<file path="config.mk">
export PLATFORM = sky130hd
export DESIGN_NAME = bcbe_cell
export DESIGN_NICKNAME = d
export VERILOG_FILES = /design/src/hw/rtl/bcbe_pkg.sv /design/src/hw/rtl/bcbe_cell.sv
export SDC_FILE = /design/constraint.sdc
export NUM_CORES = 1
export LEC_CHECK = 0
export BUFFER_PORTS_ARGS = -buffer_cell sky130_fd_sc_hd__buf_4
export CORE_MARGIN = 1.5
export CORE_UTILIZATION = 47
export CTS_BUF_LIST = sky130_fd_sc_hd__clkbuf_8
export DETAILED_ROUTE_END_ITERATION = 16
export HOLD_SLACK_MARGIN = 0.1
export PLACE_DENSITY = 0.88
export SLEW_MARGIN = 15
export SYNTH_ARGS = -nofsm -noshare
export SYNTH_HDL_FRONTEND = slang
export SYNTH_SLANG_ARGS = --single-unit
</file>
<file path="constraint.sdc">
create_clock -name clk_i -period 5.3 [get_ports clk_i]
set_input_delay 0.265 -clock clk_i [delete_from_list [all_inputs] [get_ports clk_i]]
set_output_delay 0.265 -clock clk_i [all_outputs]
set_load 0.01 [all_outputs]
</file>
<file path="src/hw/rtl/bcbe_pkg.sv">
package bcbe_pkg;

  localparam int unsigned NodeIntervals = 4;
  localparam int unsigned FracBits      = 16;
  localparam int unsigned AccW          = 41;
  localparam int unsigned NodeW         = 50;

  localparam logic [1:0] RegScale  = 2'd0;
  localparam logic [1:0] RegOffset = 2'd1;
  localparam logic [1:0] RegIndex  = 2'd2;

  typedef enum logic [2:0] {
    StIdle,
    StNode,
    StTerm,
    StFinal,
    StDiv,
    StOut
  } state_e;

  // Request for one division, and the quotient that comes back.
  typedef struct packed {
    logic              start;
    logic [63:0]       dividend;
    logic [63:0]       divisor;
  } div_req_t;

  typedef struct packed {
    logic              done;
    logic [63:0]       quotient;
  } div_rsp_t;

  // Cosine of j*pi/N, 13-term integer Taylor series in Q2.30, rounded to fb frac bits, elaborated as constant.
  function automatic logic signed [31:0] cos_rom(input int unsigned j, input int unsigned n,
                                                 input int unsigned fb);
    logic          neg;
    logic [63:0]   a;
    logic [127:0]  t;
    longint        c;
    int unsigned   jj;
    neg = 1'b0;
    jj  = j;
    if (2 * jj > n) begin
      jj  = n - jj;
      neg = 1'b1;
    end
    a = (64'd3373259425 * 64'(jj)) / 64'(n);
    t = 128'd1 << 30;
    c = longint'(t);
    for (int i = 1; i <= 12; i++) begin
      t = (t * 128'(a)) >> 30;
      t = (t * 128'(a)) >> 30;
      t = t / 128'((2 * i - 1) * (2 * i));
      if (i % 2 == 1) c = c - longint'(t[63:0]);
      else            c = c + longint'(t[63:0]);
    end
    if (c < 0) c = 0;
    c = (c + (longint'(1) << (29 - fb))) >>> (30 - fb);
    return neg ? 32'(-c) : 32'(c);
  endfunction

endpackage

</file>
<file path="src/hw/rtl/bcbe_cell.sv">
// One node of the chain: holds its node position and passes it to the neighbour on shift.
module bcbe_cell #(
  parameter int unsigned NodeW = bcbe_pkg::NodeW
) (
  input  logic                    clk_i,
  input  logic                    load_i,
  input  logic                    shift_i,
  input  logic signed [NodeW-1:0] load_val_i,
  input  logic signed [NodeW-1:0] prev_i,
  output logic signed [NodeW-1:0] node_o
);

  logic signed [NodeW-1:0] node_q, node_d;

  always_comb begin
    node_d = node_q;
    if (load_i)       node_d = load_val_i;
    else if (shift_i) node_d = prev_i;
  end

  always_ff @(posedge clk_i) begin
    node_q <= node_d;
  end

  assign node_o = node_q;

endmodule

</file>
== After elaboration in Yosys (flattened, before gate mapping) ==
Cells that the tools add are included.
Storage, ports and cells
  bits of input ports: 103
  register bits: 50
  output and inout bits: 50
Operators by class
  reduce and logical (&&, ||, !) cells: 1
  multiplexer cells: 2
Operators by type and width (count)
  $mux 50: 2
  $reduce_bool 2->1: 1

== Longest topological paths before layout ==
  depth in word-level cells: 2
  gate-level depth with buffers: 3
  mapped depth without buffers: 1

== Least setup slack after synthesis ==
No wires, ideal clock.
  path kind: in2reg
  start point: input load_i
  end point: register node_q[0], in the netlist node_o[0], enable pin
  stages: 3
  data arrival time: 1.696 ns
  setup slack: 3.194 ns
  data required time: 4.890 ns
  library setup time: 0.410 ns
  path buffers: 2
  cell sequence: buf_6 buf_12 or2_1
On the way
  cells in the longest elaborated chain, start to end: 1
RTL lines
  start: declaration: RTL line bcbe_cell.sv:6  | input logic load_i,
  $reduce_bool 2->1 (no line)
  end signal: assignment: RTL line bcbe_cell.sv:22  | node_q <= node_d;
  end: declaration: RTL line bcbe_cell.sv:13  | logic signed [NodeW-1:0] node_q, node_d;
No other way between the ends.
A chain may end at the register's enable or synchronous reset.

== Final worst setup path ==
  start point: input load_i
  end point: register node_q[46], in the netlist node_o[46], enable pin
The elaborated chain is that of the path after synthesis.

==> results.ini <==
[worst_setup_path]
cp_slowest_cell=or2_2
start_kind=input port
cp.buffers_inverters=1
worst-path-max-fanout=51
end_kind=flip-flop
path_cells=buf_4 > or2_2
cp.arrival_ns=1.98
max_stage_delay_ns=1.00
worst_ep_required_time_ns=5.21
critical_path.top_delay_family=simple AND/OR/NAND/NOR gates
worst-setup-path-type=input port to flip-flop

[pwr]
seqPwrFrac=0.542
p_int_uw=715.4
power_density_nw_per_um2=258.1
clockPowerShare=0.223
p_leak_nw=1.692
ir_drop_mv=0.1846
switchingPower_uw=203.0
pwr-share-comb=0.235
swShare=0.2211

[global_route]
grt_max_degree=52
grt.busiest_layer=met2
grt_use_met1=0.1836
grt_use_met3=0.06504
met2_usage=0.3135
grtUsageTotal=0.1742
grt_antenna_before_repair=0
grt_pass1_wl_mm=6.900
grt_pass1_vias=1481
grt_overflow=0

[clocking]
tritoncts=done
cts_setup_buffers=0
root_buffer=clkbuf_8
clockBufferDepth=2
ctsResizeCount=0
numCtsBuffers=5
clk_pin_slew_ns=0.09
htreeDepth=2
cts_hold_buf=0
clkSinkCount=50

[synth]
yosys-top-cells-count=50 x edfxtp_1, 49 x mux2_4, 5 x buf_12
synth.top_cell.area_share=0.6346
async_flop_share=0
synth_compound_area_frac=0
synth.distinct_cells=6
synth-warning-count=0
synth_xor_area_frac=0
syn_avg_cell_area_sq_um=22.11
synth-adder-area-share=0
synth_mux_area_frac=0.3157
synth.area.top_cells=edfxtp_1 63%, mux2_4 31%, buf_12 4.2%
synth_top_family_by_area=multiplexers
synthFlopType=edfxtp_1
synth_area_leader_cell=edfxtp_1
synth_cells=107
synth_most_common_cell=edfxtp_1
syn_area_sq_um=2366
synth_edf_count=50
ys_seq_area_frac=0.6346
synth_simple_gate_area_share=0.002644
syn-num-nets=210
ys_seq_elements=50

[floorplanning]
num_io_pins=153
start_util=0.4944
core_sq_um=4786
rows=25
dieHeight_um=73.95
design.die.area_sq_um=5469
die_width_um=73.95

[detailed_routing]
drt_iter0_drc=62
post_drt_via_cell_ratio=4.547
firstDrtPassIters=4
wire_per_inst_um=14.97
drc_errors=0
ant_nets=0
routed_wl_mm=4.894
dr_total_vias=1487

[layout]
drive_gt1_frac=0.8077
syn2layout_area_growth_pct=50.40
final_cells=327
largest_reg_flops=50
final_nets=363
n_antenna_cell=0
fillers=309

[timing]
max_freq_ghz=0.4847
slew_headroom=0.2404
worst_pin_slew_ns=1.139
rsz0062_at_grt=false
setup_violations=0
min_period_ns=2.063
setup_tns_ns=0
drv_slew=0
fin_crit_sh=0.3892
hold_viol_final=0

[hold_path]
hold_path_class=input port to flip-flop

[place]
port_buffers=152
placed_cells=320
gp_congestion=0.7080

[run]
drv_cap=0

[status]
status=finished clean

routing by layer:
layer / part of all wire / routed length [um] / vias to the layer above
li1: - / - / 719
met1: 0.34 / 1687 / 670
met2: 0.55 / 2672 / 90
met3: 0.089 / 438 / 8
met4: 0.019 / 95 / 0
met5: 0 / 0 / -
cell type report:
cell class / count / area, sq um / share of cell area
Sequential cell: 50 / 1501 / 0.4219
Tap cell: 67 / 83.83 / 0.02356
Clock inverter: 2 / 10.01 / 0.002813
Timing Repair Buffer: 152 / 1141 / 0.3207
Clock buffer: 5 / 68.82 / 0.01934
Multi-Input combinational cell: 51 / 753.2 / 0.2117
path summary, 6_finish.rpt:
kind	slack, ns	cells after the start	from	to
min	0.26	2	prev_i[0]	node_o[0]
max	3.24	2	load_i	node_o[46]
cells in the final DEF, fill, tap and decap left out:
| cell type | count |
|---|---|
| or2_2 | 1 |
| clkbuf_8 | 5 |
| edfxtp_1 | 50 |
| mux2_4 | 49 |
| clkinv_2 | 2 |
| mux2_2 | 1 |
| buf_4 | 152 |
power groups by stage:
stage               logic [mW]  clock network (mW)  registers [mW]
global route             0.229               0.228           0.502
finish                   0.216               0.205           0.497
detailed placement       0.219                   0           0.507
CTS                      0.219               0.213           0.498
floorplan               0.0715                   0           0.530
global placement         0.215                   0           0.505
stage by stage:
step / hold slack (ns) / worst slack [ns] / total power, mW / area [sq um] / utilization
after global placement: 0.5657 / 2.958 / 0.7200 / 3480 / 0.7271
after detailed placement: 0.5680 / 2.887 / 0.7257 / 3480 / 0.7271
after floorplan: 0.4825 / 3.194 / 0.6019 / 2366 / -
after global routing: 0.2469 / 3.125 / 0.9592 / 3558 / 0.7435
after CTS: 0.2519 / 3.219 / 0.9299 / 3558 / 0.7435
final: 0.2598 / 3.237 / 0.9184 / 3558 / 0.7435
cells by family (layout without fill, tap and decap cells):
family	after synthesis	after routing
and+or+nand+nor	1	1
muxes	50	50
buffers and inverters	6	159
DFF	50	50
(Power assumes the default switching activity.)
