### config.mk
export PLATFORM = sky130hd
export DESIGN_NAME = bcbe_div
export DESIGN_NICKNAME = d
export VERILOG_FILES = /design/src/hw/rtl/bcbe_pkg.sv /design/src/hw/rtl/bcbe_div.sv
export SDC_FILE = /design/constraint.sdc
export NUM_CORES = 1
export LEC_CHECK = 0
export BUFFER_PORTS_ARGS = -buffer_cell sky130_fd_sc_hd__clkbuf_2
export CAP_MARGIN = 40
export CORE_MARGIN = 8
export CORE_UTILIZATION = 25
export CTS_BUF_LIST = sky130_fd_sc_hd__clkbuf_4 sky130_fd_sc_hd__clkbuf_8
export DETAILED_ROUTE_END_ITERATION = 12
export PLACE_DENSITY_LB_ADDON = 0.1
export REMOVE_ABC_BUFFERS = 1
export SYNTH_ARGS = -nofsm -noshare
export SYNTH_HDL_FRONTEND = slang
export SYNTH_SLANG_ARGS = --single-unit
### constraint.sdc
create_clock -name clk_i -period 4.2 [get_ports clk_i]
set_input_delay 0.63 -clock clk_i [delete_from_list [all_inputs] [get_ports clk_i]]
set_output_delay 0.63 -clock clk_i [all_outputs]
set_load 0.01 [all_outputs]
### src/hw/rtl/bcbe_pkg.sv
package bcbe_pkg;

  localparam int unsigned NodeIntervals = 4;
  localparam int unsigned FracBits      = 16;
  localparam int unsigned AccW          = 41;
  localparam int unsigned NodeW         = 50;

  localparam logic [1:0] RegScale  = 2'd0;
  localparam logic [1:0] RegOffset = 2'd1;
  localparam logic [1:0] RegIndex  = 2'd2;

  typedef enum logic [2:0] {
    StIdle,
    StNode,
    StTerm,
    StFinal,
    StDiv,
    StOut
  } state_e;

  // Request for one division, and the quotient that comes back.
  typedef struct packed {
    logic              start;
    logic [63:0]       dividend;
    logic [63:0]       divisor;
  } div_req_t;

  typedef struct packed {
    logic              done;
    logic [63:0]       quotient;
  } div_rsp_t;

  // Cosine of j*pi/N, 13-term integer Taylor series in Q2.30, rounded to fb frac bits, elaborated as constant.
  function automatic logic signed [31:0] cos_rom(input int unsigned j, input int unsigned n,
                                                 input int unsigned fb);
    logic          neg;
    logic [63:0]   a;
    logic [127:0]  t;
    longint        c;
    int unsigned   jj;
    neg = 1'b0;
    jj  = j;
    if (2 * jj > n) begin
      jj  = n - jj;
      neg = 1'b1;
    end
    a = (64'd3373259425 * 64'(jj)) / 64'(n);
    t = 128'd1 << 30;
    c = longint'(t);
    for (int i = 1; i <= 12; i++) begin
      t = (t * 128'(a)) >> 30;
      t = (t * 128'(a)) >> 30;
      t = t / 128'((2 * i - 1) * (2 * i));
      if (i % 2 == 1) c = c - longint'(t[63:0]);
      else            c = c + longint'(t[63:0]);
    end
    if (c < 0) c = 0;
    c = (c + (longint'(1) << (29 - fb))) >>> (30 - fb);
    return neg ? 32'(-c) : 32'(c);
  endfunction

endpackage

### src/hw/rtl/bcbe_div.sv
// Restoring divider on magnitudes, one quotient bit per cycle.
module bcbe_div (
  input  logic                clk_i,
  input  logic                rst_ni,
  input  bcbe_pkg::div_req_t  req_i,
  output bcbe_pkg::div_rsp_t  rsp_o
);

  logic [63:0] quo_q, quo_d;
  logic [63:0] rem_q, rem_d;
  logic [63:0] dvs_q, dvs_d;
  logic [6:0]  cnt_q, cnt_d;
  logic        busy_q, busy_d;
  logic        done_q, done_d;
  logic [64:0] trial;

  always_comb begin
    quo_d  = quo_q;
    rem_d  = rem_q;
    dvs_d  = dvs_q;
    cnt_d  = cnt_q;
    busy_d = busy_q;
    done_d = 1'b0;
    trial  = {rem_q, quo_q[63]} - {1'b0, dvs_q};
    if (req_i.start) begin
      quo_d  = req_i.dividend;
      rem_d  = '0;
      dvs_d  = req_i.divisor;
      cnt_d  = 7'd0;
      busy_d = 1'b1;
    end else if (busy_q) begin
      if (!trial[64]) begin
        rem_d = trial[63:0];
        quo_d = {quo_q[62:0], 1'b1};
      end else begin
        rem_d = {rem_q[62:0], quo_q[63]};
        quo_d = {quo_q[62:0], 1'b0};
      end
      cnt_d = cnt_q + 7'd1;
      if (cnt_q == 7'd63) begin
        busy_d = 1'b0;
        done_d = 1'b1;
      end
    end
  end

  always_ff @(posedge clk_i or negedge rst_ni) begin
    if (!rst_ni) begin
      busy_q <= 1'b0;
      done_q <= 1'b0;
      cnt_q  <= '0;
    end else begin
      busy_q <= busy_d;
      done_q <= done_d;
      cnt_q  <= cnt_d;
    end
  end

  always_ff @(posedge clk_i) begin
    quo_q <= quo_d;
    rem_q <= rem_d;
    dvs_q <= dvs_d;
  end

  assign rsp_o.done     = done_q;
  assign rsp_o.quotient = quo_q;

endmodule

# Yosys cells after proc, flatten, opt, wreduce, memory -nomap -nowiden
# Index checks and enable logic that the tools add are counted.
[totals]
reg_bits = 201
[classes]
n_addsub = 2
n_eq_ne = 1
mux = 12
reduce_logical = 1
[ops]
columns = ["op", "count"]
rows = [
  ["$mux 64", 3],
  ["$sub 65x64->65", 1],
  ["$mux 7", 2],
  ["$add 7x1->7 const B", 1],
  ["$eq 7x6->1 const B", 1],
  ["$mux 1", 7],
  ["$reduce_bool 2->1", 1],
]

# Depth between registers and ports, before layout
# Gate-level depths: netlist (run 1).
[depth]
ltp_word = 4
mapped_depth = 15

# Least setup slack after synthesis (run 1)
# No wires, ideal clock.
[synth_path]
path_kind = "reg-to-reg"
startpoint = "register quo_q[63]"
endpoint = "register rem_q[52]"
arrival_ns = 3.497
t_required_ns = 4.127
slack_ns = 0.630
path_stages_with_launch = 14
n_path_buf = 0
path_cell_list = "edfxtp_1 > inv_1 > ha_1 > fa_1 > nor2b_1 > o2111ai_1 > a31oi_2 > a2111oi_4 > nor4_4 > nor4_4 > o21a_1 > or3_1 > or4_1 > o211ai_2"
[synth_between]
elab_chain_cells = 2
[synth_rtl]
columns = ["element", "line", "source"]
rows = [
  ["start: declaration", "bcbe_div.sv:9", "logic [63:0] quo_q, quo_d;"],
  ["start signal: assignment", "bcbe_div.sv:60", "quo_q <= quo_d;"],
  ["$sub 65x64->65", "bcbe_div.sv:24", "trial = {rem_q, quo_q[63]} - {1'b0, dvs_q};"],
  ["$mux 64", "bcbe_div.sv:32", "if (!trial[64]) begin"],
  ["end signal: assignment", "bcbe_div.sv:61", "rem_q <= rem_d;"],
  ["end: declaration", "bcbe_div.sv:10", "logic [63:0] rem_q, rem_d;"],
]
# Every way passes these cells.
# A chain may end at the register's enable or synchronous reset.

# Final worst setup path (run 1)
# Same ends and word-level chain as after synthesis.

==> summary.txt, run 1 <==
Outcome
  • Outcome: completed

STA
  • # setup viols final: 0
  • Relative slew slack: 46.98%
  • Final hold viol count: 0
  • Fmax: 0.2544 GHz
  • Pins Over Slew Limit: 0
  • Slew @ Worst Pin: 0.7953 ns
  • Fin crit share: 93.61%
  • RSZ-0062 raised after global routing: false
  • Final worst path period need: 3.932 ns
  • Post-route setup slack: 0.2684 ns
  • Setup Skew: 0.03101 ns

GRT
  • Total gr overflow: 0
  • Initial antenna violation count: 1
  • Vias in the first global route: 10450
  • First-pass GRT wire length: 58.34 mm
  • Gr usage total: 13.04%
  • Largest net degree at the start of global routing: 76

Critical path
  • Worst EP required: 4.73 ns
  • Flop-to-flop setup slack: 0.27 ns
  • Critical path endpoint category: flip-flop
  • CP startpoint kind: flip-flop
  • Worst Path Arrival: 4.46 ns
  • Slowest stage delay, CP: 0.56 ns
  • Worst Setup Path Type: reg -> reg
  • Crit Path Max Fanout: 10
  • Most frequent CP cell: nor4_4
  • WP buf/inv: 2
  • Crit-path leading delay family: simple AND/OR/NAND/NOR gates
  • CP Cell Sequence: inv_1 -> ha_1 -> fa_1 -> nor2b_1 -> o2111ai_2 -> a31oi_2 -> a2111oi_4 -> nor4_4 -> buf_4 -> nor4_4 -> o21a_1 -> or3_4 -> or4_1 -> o211ai_2
  • CP max-delay cell: or4_1

Clocking
  • CTS clk-pin slew, worst paths: 0.06 ns
  • Worst skew pair latency: 0.61 ns
  • H-Tree Depth: 2
  • CTS Sinks: 201
  • Max Buffers Root-to-Sink: 3
  • Root buffer cell: clkbuf_8
  • Num CTS Buffers: 41
  • CTS tree: built

Placement
  • Worst slack, placed: 0.09081 ns
  • Hpwl dp: 26.89 mm
  • Gpl congestion: 0.8077
  • IO buf count: 195
  • Placed cells: 1996

Logic synthesis
  • Syn Std Cell Area: 12020 sq um
  • Number of synthesized flops with an enable pin: 128
  • Yosys reg bits: 201
  • Cell variety after synth: 72
  • Ys Warns: 0
  • Cells after Synth: 1235
  • Seq/Total Area, Yosys: 44.53%
  • Post-synth ARST share: 4.478%
  • Synth Flop Type: edfxtp_1
  • Synthesized area per cell: 9.729 sq um

Power
  • Cell Pwr Density: 347.4 nW/um^2
  • Seq pwr share: 45.2%
  • Sw Ratio: 26.38%
  • Comb pwr share: 11.4%
  • Worst vdd ir: 0.0002022 V
  • Sw power: 0.001340 W
  • Total power: 0.005080 W
  • Leak: 6.253 nW
  • Int Power: 0.003739 W
  • Clock network power share: 43.4%

Floorplanning
  • Core ar.: 47550 sq um
  • Rows: 80
  • Die W: 235.2 um
  • Die Ht: 235.2 um
  • Total die area: 55330 sq um
  • Ports: 196
  • Initial Util: 25.27%

Drt
  • DR DRC count: 0
  • Post-DRT Antenna Nets: 0
  • Routed WL per cell: 18.00 um
  • Starting DRT DRC Count: 399
  • TritonRoute pass-1 iters: 8
  • Via count: 9938
  • Vias/cell: 4.787
  • Routed WL: 37.37 mm

Finish
  • Layout fillers: 5034
  • Most frequent cells in the layout: 194 x clkbuf_2, 136 x nand2_1, 128 x edfxtp_1, 90 x nor2_1
  • Most common cell after layout, fill and taps aside: clkbuf_2
  • Layout Cells excl Fill: 2076
  • NumNets Final: 1627
  • Fraction of layout cells with a size suffix above 1: 25.94%
  • N_diodes: 0
  • P&R area growth vs syn: 21.69%

Worst hold path
  • Worst hold path class: in -> reg

Run
  • Max-cap violations: 0
## power groups by stage
| stage | Combinational [W] | Clock, W | Sequential (W) |
|---|---|---|---|
| final | 0.000581 | 0.00220 | 0.00229 |
| after global routing | 0.000646 | 0.00238 | 0.00231 |
| after CTS | 0.000591 | 0.00233 | 0.00230 |
| after detailed placement | 0.000587 | 0 | 0.00233 |
| after global placement | 0.000587 | 0 | 0.00233 |
| after floorplan | 0.000297 | 0 | 0.00235 |
## layout make-up
cell class	count	area (sq um)	share of cell area (%)
Sequential cell	201	5351	36.60
Multi-Input combinational cell	878	6087	41.63
Timing Repair Buffer	221	1217	8.326
Clock buffer	58	723.2	4.946
Clock inverter	16	146.4	1.001
Inverter	87	326.6	2.233
Tap cell	615	769.5	5.263
## routing by layer
layer  up-vias  wire length (um)  track usage, %
met5         -                13               0
met4         2              1223           5.162
met3        77              2288           3.886
met2       253             16490           20.46
met1      4669             17360           16.65
li1       4937                 -               -
## synth_stat cells, drive strengths merged (21+ instances only)
cell	instances	area [sq um]
a21oi	86	430.4
nand3	28	140.1
nand4	24	150.1
clkbuf	55	206.5
o21ai	57	285.3
xnor2	31	271.5
a21o	31	232.7
a311oi	27	236.5
inv	87	326.6
nor2	91	341.6
mux2	63	709.4
ha	65	813.3
mux2i	21	210.2
nand2	136	510.5
xor2	23	201.4
dfxtp	64	1281
edfxtp	128	3844
## what timing repair did
action | in CTS | in global routing
setup buffers | 0 | 4
hold buffers | 1 | 0
setup endpoints to repair | 0 | 14
gates resized for setup | 0 | 3
hold endpoints to repair | 9 | 0
## final timing paths
path,from,end,cells past startpoint
max in group asynchronous,rst_ni,busy_q,2
max reg2reg,quo_q[63],rem_q[52],14
min reg2reg,rem_q[41],rem_q[42],2
max,quo_q[63],rem_q[52],14
min,req_i[15],dvs_q[15],1
min in group asynchronous,rst_ni,cnt_q[1],2
## state kept, by name, summed over array words and instances (netlist names)
signal  flops
cnt_q       7
quo_q      64
done_q      1
dvs_q      64
rem_q      64
busy_q      1
## metrics by stage
step / hold slack (ns) / util (%) / instance area (sq um) / TNS, ns
after floorplan: 0.3344 / - / 11740 / -42.14
after global placement: 0.4798 / 28.76 / 13670 / 0
after detailed placement: 0.4832 / 28.78 / 13690 / 0
after CTS: 0.1199 / 30.63 / 14570 / 0
after global routing: 0.1378 / 30.75 / 14620 / 0
final: 0.1955 / 30.75 / 14620 / 0
## kinds of logic after synthesis
family / Yosys count / synth area share (%)
muxes: 84 / 7.654
xor gates and xnor gates: 54 / 3.936
buffers and inverters: 156 / 5.019
AOI/OAI and AO/OA: 318 / 17.91
and+or+nand+nor: 356 / 14.02
DFF: 201 / 44.53
adders and majority gates: 66 / 6.935
Note: power is estimated with default switching activity, not from simulation.
==> inputs of run 2 (changes only) <==
- CORE_MARGIN: 8 -> default
- CORE_UTILIZATION: 25 -> 30
- clock period: 4.2 -> 4.5 ns (I/O delays scaled with it)
==> summary.txt, run 2 (synthesized netlist as in run 1, its figures left out) <==
Outcome
  • Outcome: completed

Critical path
  • Crit Path Max Fanout: 9 (-1)
  • Worst Setup Path Type: reg -> reg
  • Worst reg-to-reg path cell count: 13 (-1)
  • CP startpoint kind: flip-flop
  • Worst EP required: 5.05 ns (+0.32 ns)
  • R2R Path Start: quo_q[63]
  • Critical path endpoint category: flip-flop
  • Flop-to-flop setup slack: 0.33 ns (+0.06 ns)
  • R2R Path End: rem_q[52]
  • Worst setup path endpoint: rem_q[52]
  • Worst setup startpoint: quo_q[63]
  • Worst Path Arrival: 4.72 ns (+0.26 ns)

Clocking
  • CTS Sinks: 201 (unchanged)
  • Worst skew pair latency: 0.62 ns (about the same)
  • CTS tree: built
  • Root buffer cell: clkbuf_8
  • H-Tree Depth: 2 (unchanged)
  • Max Buffers Root-to-Sink: 3 (unchanged)
  • Cells resized by post-CTS repair: 0 (unchanged)
  • Num CTS Buffers: 42 (+2.4%)
  • CTS clk-pin slew, worst paths: 0.06 ns (about the same)

STA
  • Pins Over Slew Limit: 0 (unchanged)
  • Fin crit share: 92.69% (-0.92 points)
  • Relative slew slack: 45.48% (-1.5 points)
  • RSZ-0062 raised after global routing: false
  • Final hold viol count: 0 (unchanged)
  • # setup viols final: 0 (unchanged)
  • Final worst path period need: 4.171 ns (+0.2392 ns)
  • Slew @ Worst Pin: 0.8065 ns (+0.01124 ns)
  • Fmax: 0.2398 GHz (-5.7%)
  • Setup Skew: 0.05173 ns (+0.02072 ns)

GRT
  • Gr usage total: 16.65% (+3.6 points)
  • Largest net degree at the start of global routing: 72 (-5.3%)
  • Total gr overflow: 0 (unchanged)
  • Initial antenna violation count: 0 (-1)
  • First-pass GRT wire length: 54.13 mm (-7.2%)
  • Vias in the first global route: 10050 (-3.8%)

Drt
  • Vias/cell: 4.996 (+4.4%)
  • Starting DRT DRC Count: 461 (+16%)
  • TritonRoute pass-1 iters: 4 (-4)
  • Routed WL: 33.69 mm (-9.9%)
  • Via count: 9872 (-0.66%)
  • Post-DRT Antenna Nets: 0 (unchanged)
  • Routed WL per cell: 17.05 um (-5.3%)
  • DR DRC count: 0 (unchanged)

Finish
  • NumNets Final: 1622 (-0.31%)
  • N_diodes: 0 (unchanged)
  • Final Instance Area: 14510 sq um (-0.79%)
  • Fraction of layout cells with a size suffix above 1: 25.79% (-0.15 points)
  • Most frequent cells in the layout: 194 x clkbuf_2, 136 x nand2_1, 128 x edfxtp_1, 90 x nor2_1
  • Biggest regs: dvs_q x64, quo_q x64, rem_q x64
  • P&R area growth vs syn: 20.73%
  • Layout Utilization: 37.10% (+6.4 points)
  • Most common cell after layout, fill and taps aside: clkbuf_2

Run
  • Max-cap violations: 0 (unchanged)

Power
  • Cell Pwr Density: 335.9 nW/um^2 (-3.3%)
  • Leak: 6.260 nW (+0.10%)
  • Worst vdd ir: 0.0002432 V (+20%)

Floorplanning
  • Total die area: 40850 sq um (-26%)
  • Die W: 202.1 um (-14%)
  • Initial Util: 30.73% (+5.5 points)
  • Core ar.: 39100 sq um (-18%)
  • Ports: 196 (unchanged)
  • Die Ht: 202.1 um (-14%)
  • Rows: 72 (-10%)

Placement
  • IO buf count: 195 (unchanged)
  • Area after DPL: 13550 sq um (-0.97%)
  • Gpl congestion: 0.8654 (+7.1%)
  • Hpwl dp: 24.39 mm (-9.3%)

Worst hold path
  • Worst hold path class: in -> reg
[run 2: cell types whose count changed in the layout (fill, tap and decap cells not counted), moves of 2 or more]
cell,before,now
buf_4,21,17
buf_6,3,1
bufinv_16,2,4
clkbuf_4,12,16
clkinv_1,4,2
[run 2: power breakdown]
part	internal, W	switching, W	total (W)
sequential	0.00209	0.0000494	0.00214
combinational	0.000237	0.000297	0.000534
clock	0.00130	0.000897	0.00220
total	0.00363	0.00124	0.00487
[run 2: layout make-up]
| cell class | instances | area, sq um |
|---|---|---|
| Fill cell | 4063 | 24590 |
| Multi-Input combinational cell | 878 | 6075 |
| Sequential cell | 201 | 5351 |
| Timing Repair Buffer | 215 | 1162 |
| Clock buffer | 61 | 739.5 |
| Tap cell | 518 | 648.1 |
| Inverter | 87 | 326.6 |
| Clock inverter | 16 | 203.9 |
[run 2: through the flow]
step	std cells	hold slack, ns	setup slack (ns)	power [W]	setup TNS [ns]
global route	1976	0.1901	0.07761	0.005112	0
finish	1976	0.2319	0.3292	0.004872	0
global placement	1896	0.4739	0.4540	0.002712	0
CTS	1976	0.1702	0.2539	0.004978	0
floorplan	1166	0.3794	-0.5255	0.002474	-18.57
detailed placement	1898	0.4779	0.3356	0.002715	0
[run 2: worst max-delay path, stage by stage (launching register included)]
cell	delay, ns
edfxtp_1	0.37
inv_1	0.06
ha_1	0.21
fa_1	0.42
nor2b_1	0.18
o2111ai_1	0.20
a31oi_2	0.34
a2111oi_4	0.14
nor4_4	0.50
nor4_4	0.10
o21a_1	0.24
or3_2	0.62
or4_1	0.58
o211ai_2	0.15
[run 2: worst min path at each step]
stage                     cells after the start       from        end  slack [ns]
after floorplan                               0     rst_ni     busy_q        0.38
after global placement                        2  rem_q[31]  rem_q[31]        0.47
after detailed placement                      2  rem_q[39]  rem_q[39]        0.48
after CTS                                     1   req_i[2]   dvs_q[2]        0.17
after global routing                          1  req_i[55]  dvs_q[55]        0.19
final                                         1  req_i[55]  dvs_q[55]        0.23
[run 2: layer usage]
metal | GRT usage [%] | share of wire, % | wire length (um) | up-vias
li1 | - | - | - | 4928
met1 | 22.79 | 48 | 16320 | 4625
met2 | 24.98 | 43 | 14420 | 259
met3 | 4.418 | 6.1 | 2063 | 60
met4 | 6.284 | 2.6 | 889 | 0
met5 | 0 | 0 | 0 | -
[run 2: repair_timing]
item | in CTS | in global routing
hold buffers | 1 | 0
setup buffers | 0 | 0
hold endpoints to repair | 9 | 0
==> inputs of run 3 (changes only) <==
--- a/config.mk
+++ b/config.mk
@@ -9,4 +9,4 @@
 export CAP_MARGIN = 40
-export CORE_UTILIZATION = 30
-export CTS_BUF_LIST = sky130_fd_sc_hd__clkbuf_4 sky130_fd_sc_hd__clkbuf_8
+export CORE_UTILIZATION = 40
+export CTS_BUF_LIST = sky130_fd_sc_hd__clkbuf_16
 export DETAILED_ROUTE_END_ITERATION = 12
==> constraint.sdc (replaced) <==
create_clock -name clk_i -period 4.5 [get_ports clk_i]
set_input_delay 0.225 -clock clk_i [delete_from_list [all_inputs] [get_ports clk_i]]
set_output_delay 0.225 -clock clk_i [all_outputs]
set_load 0.01 [all_outputs]
==> summary.txt, run 3 (synthesized netlist as in run 1, its figures left out) <==
STA
  • Pins Over Slew Limit: 0 (unchanged)
  • Fmax: 0.2384 GHz (-0.56%)
  • Final worst path period need: 4.194 ns (+0.02329 ns)
  • RSZ-0062 raised after global routing: false
  • Fin crit share: 93.20% (+0.52 points)
  • Final hold viol count: 0 (unchanged)
  • Hold WS: 0.08769 ns (-0.1442 ns)
  • Setup Skew: 0.02459 ns (-0.02714 ns)
  • Slew @ Worst Pin: 0.7999 ns (-0.006609 ns)
  • # setup viols final: 0 (unchanged)
  • Post-route setup slack: 0.3059 ns (-0.02329 ns)
  • Relative slew slack: 45.92% (+0.45 points)

Drt
  • Vias/cell: 5.338 (+6.9%)
  • DR DRC count: 0 (unchanged)
  • Routed WL: 32.40 mm (-3.8%)
  • TritonRoute pass-1 iters: 5 (+1)
  • Routed WL per cell: 16.69 um (-2.1%)
  • Via count: 10360 (+5.0%)
  • Post-DRT Antenna Nets: 0 (unchanged)
  • Starting DRT DRC Count: 622 (+35%)

Clocking
  • Root buffer cell: clkbuf_16
  • CTS tree: built
  • CTS Sinks: 201 (unchanged)
  • Max Buffers Root-to-Sink: 3 (unchanged)
  • H-Tree Depth: 1 (-1)
  • Cells resized by post-CTS repair: 0 (unchanged)
  • Num CTS Buffers: 24 (-43%)
  • CTS clk-pin slew, worst paths: 0.06 ns (about the same)
  • Worst skew pair latency: 0.54 ns (-0.08 ns)

Finish
  • NumNets Final: 1729 (+6.6%)
  • Layout Cells excl Fill: 1941 (-1.8%)
  • Most common cell after layout, fill and taps aside: clkbuf_2
  • Biggest regs: dvs_q x64, quo_q x64, rem_q x64
  • Most frequent cells in the layout: 194 x clkbuf_2, 136 x nand2_1, 129 x dlygate4sd3_1, 128 x edfxtp_1, 93 x inv_1
  • P&R area growth vs syn: 28.23%
  • Layout fillers: 2724 (-33%)
  • Fraction of layout cells with a size suffix above 1: 21.35% (-4.4 points)

Placement
  • Placed cells: 1767 (-6.9%)
  • IO buf count: 195 (unchanged)
  • Gpl congestion: 0.8757 (+1.2%)
  • Worst slack, placed: 0.4010 ns (+0.06545 ns)
  • Hpwl dp: 21.96 mm (-9.9%)

Critical path
  • Critical path endpoint category: flip-flop
  • Worst Path Arrival: 4.66 ns (-0.06 ns)
  • Worst Setup Path Type: reg -> reg
  • CP startpoint kind: flip-flop
  • R2R Path Start: quo_q[63]
  • R2R Path End: rem_q[52]
  • Worst EP required: 4.97 ns (-0.08 ns)
  • Worst reg-to-reg path cell count: 13 (unchanged)
  • Crit Path Max Fanout: 9 (unchanged)
  • Flop-to-flop setup slack: 0.31 ns (-0.02 ns)

Run
  • Max-cap violations: 0 (unchanged)

Floorplanning
  • Initial Util: 40.65% (+9.9 points)
  • Rows: 63 (-13%)
  • Die W: 175.3 um (-13%)
  • Ports: 196 (unchanged)
  • Core ar.: 29560 sq um (-24%)
  • Total die area: 30740 sq um (-25%)
  • Die Ht: 175.3 um (-13%)

GRT
  • Largest net degree at the start of global routing: 63 (-13%)
  • Initial antenna violation count: 1 (+1)
  • First-pass GRT wire length: 53.04 mm (-2.0%)
  • Vias in the first global route: 10470 (+4.2%)
  • Total gr overflow: 0 (unchanged)
  • Gr usage total: 21.15% (+4.5 points)

Worst hold path
  • Worst hold path class: in -> async

Power
  • Leak: 6.665 nW (+6.5%)
  • Cell Pwr Density: 294.8 nW/um^2 (-12%)
  • Worst vdd ir: 0.0002898 V (+19%)
  • Total power: 0.004542 W (-6.8%)

Outcome
  • Outcome: completed
==> run 3: where the power goes <==
group          total (W)  switching [W]  leakage (nW)  internal, W
Combinational   0.000625       0.000316          4.35     0.000309
Sequential       0.00214      0.0000514          1.94      0.00209
Clock            0.00178       0.000801         0.378     0.000975
==> run 3: final cells by class <==
cell class / instances / area (sq um) / area share (%)
antenna: 1 / 2.502 / 0.01624
clock buffer: 24 / 600.6 / 3.898
clock inverter: 20 / 117.6 / 0.7634
inverter: 87 / 326.6 / 2.120
multi-input combinational: 878 / 6075 / 39.43
sequential: 201 / 5351 / 34.73
tap: 390 / 488.0 / 3.167
timing repair buffer: 340 / 2446 / 15.88
==> run 3: worst max-delay path, cell delays in order (launching register included) <==
cell and delay (ns):
edfxtp_1 0.37, inv_1 0.05, ha_1 0.21, fa_1 0.41, nor2b_1 0.20, o2111ai_1 0.24
a31oi_2 0.34, a2111oi_4 0.14, nor4_4 0.47, nor4_4 0.10, o21a_1 0.23, or3_2 0.63
or4_1 0.58, o211ai_2 0.14
==> run 3: repair_timing <==
action | 4_1_cts | 5_1_grt
endpoints found under the hold margin | 137 | 0
buffers inserted | 0 | 0
hold buffers | 129 | 0
==> run 3: stage by stage <==
stage	util [%]	cell area, sq um	setup TNS, ns
5_1_grt	52.12	15410	0
2_1_floorplan	-	11740	-18.57
4_1_cts	52.11	15400	0
3_3_place_gp	45.17	13350	0
3_5_place_dp	45.32	13400	0
6_report	52.12	15410	0
==> run 3: how the worst max path moves through the flow <==
stage,startpoint,to,slack (ns)
detailed placement,quo_q[63],rem_q[52],0.40
finish,quo_q[63],rem_q[52],0.31
global placement,quo_q[63],rem_q[52],0.47
global route,quo_q[63],rem_q[7],0.05
floorplan,quo_q[63],rem_q[24],-0.53
CTS,quo_q[63],rem_q[52],0.34
==> run 3: per-layer routing <==
layer / track usage [%] / part of all wire [%] / vias up
li1: - / - / 5144
met1: 28.09 / 46 / 4875
met2: 35.60 / 46 / 294
met3: 3.680 / 5.5 / 49
met4: 5.326 / 2.4 / 0
met5: 0 / 0 / -
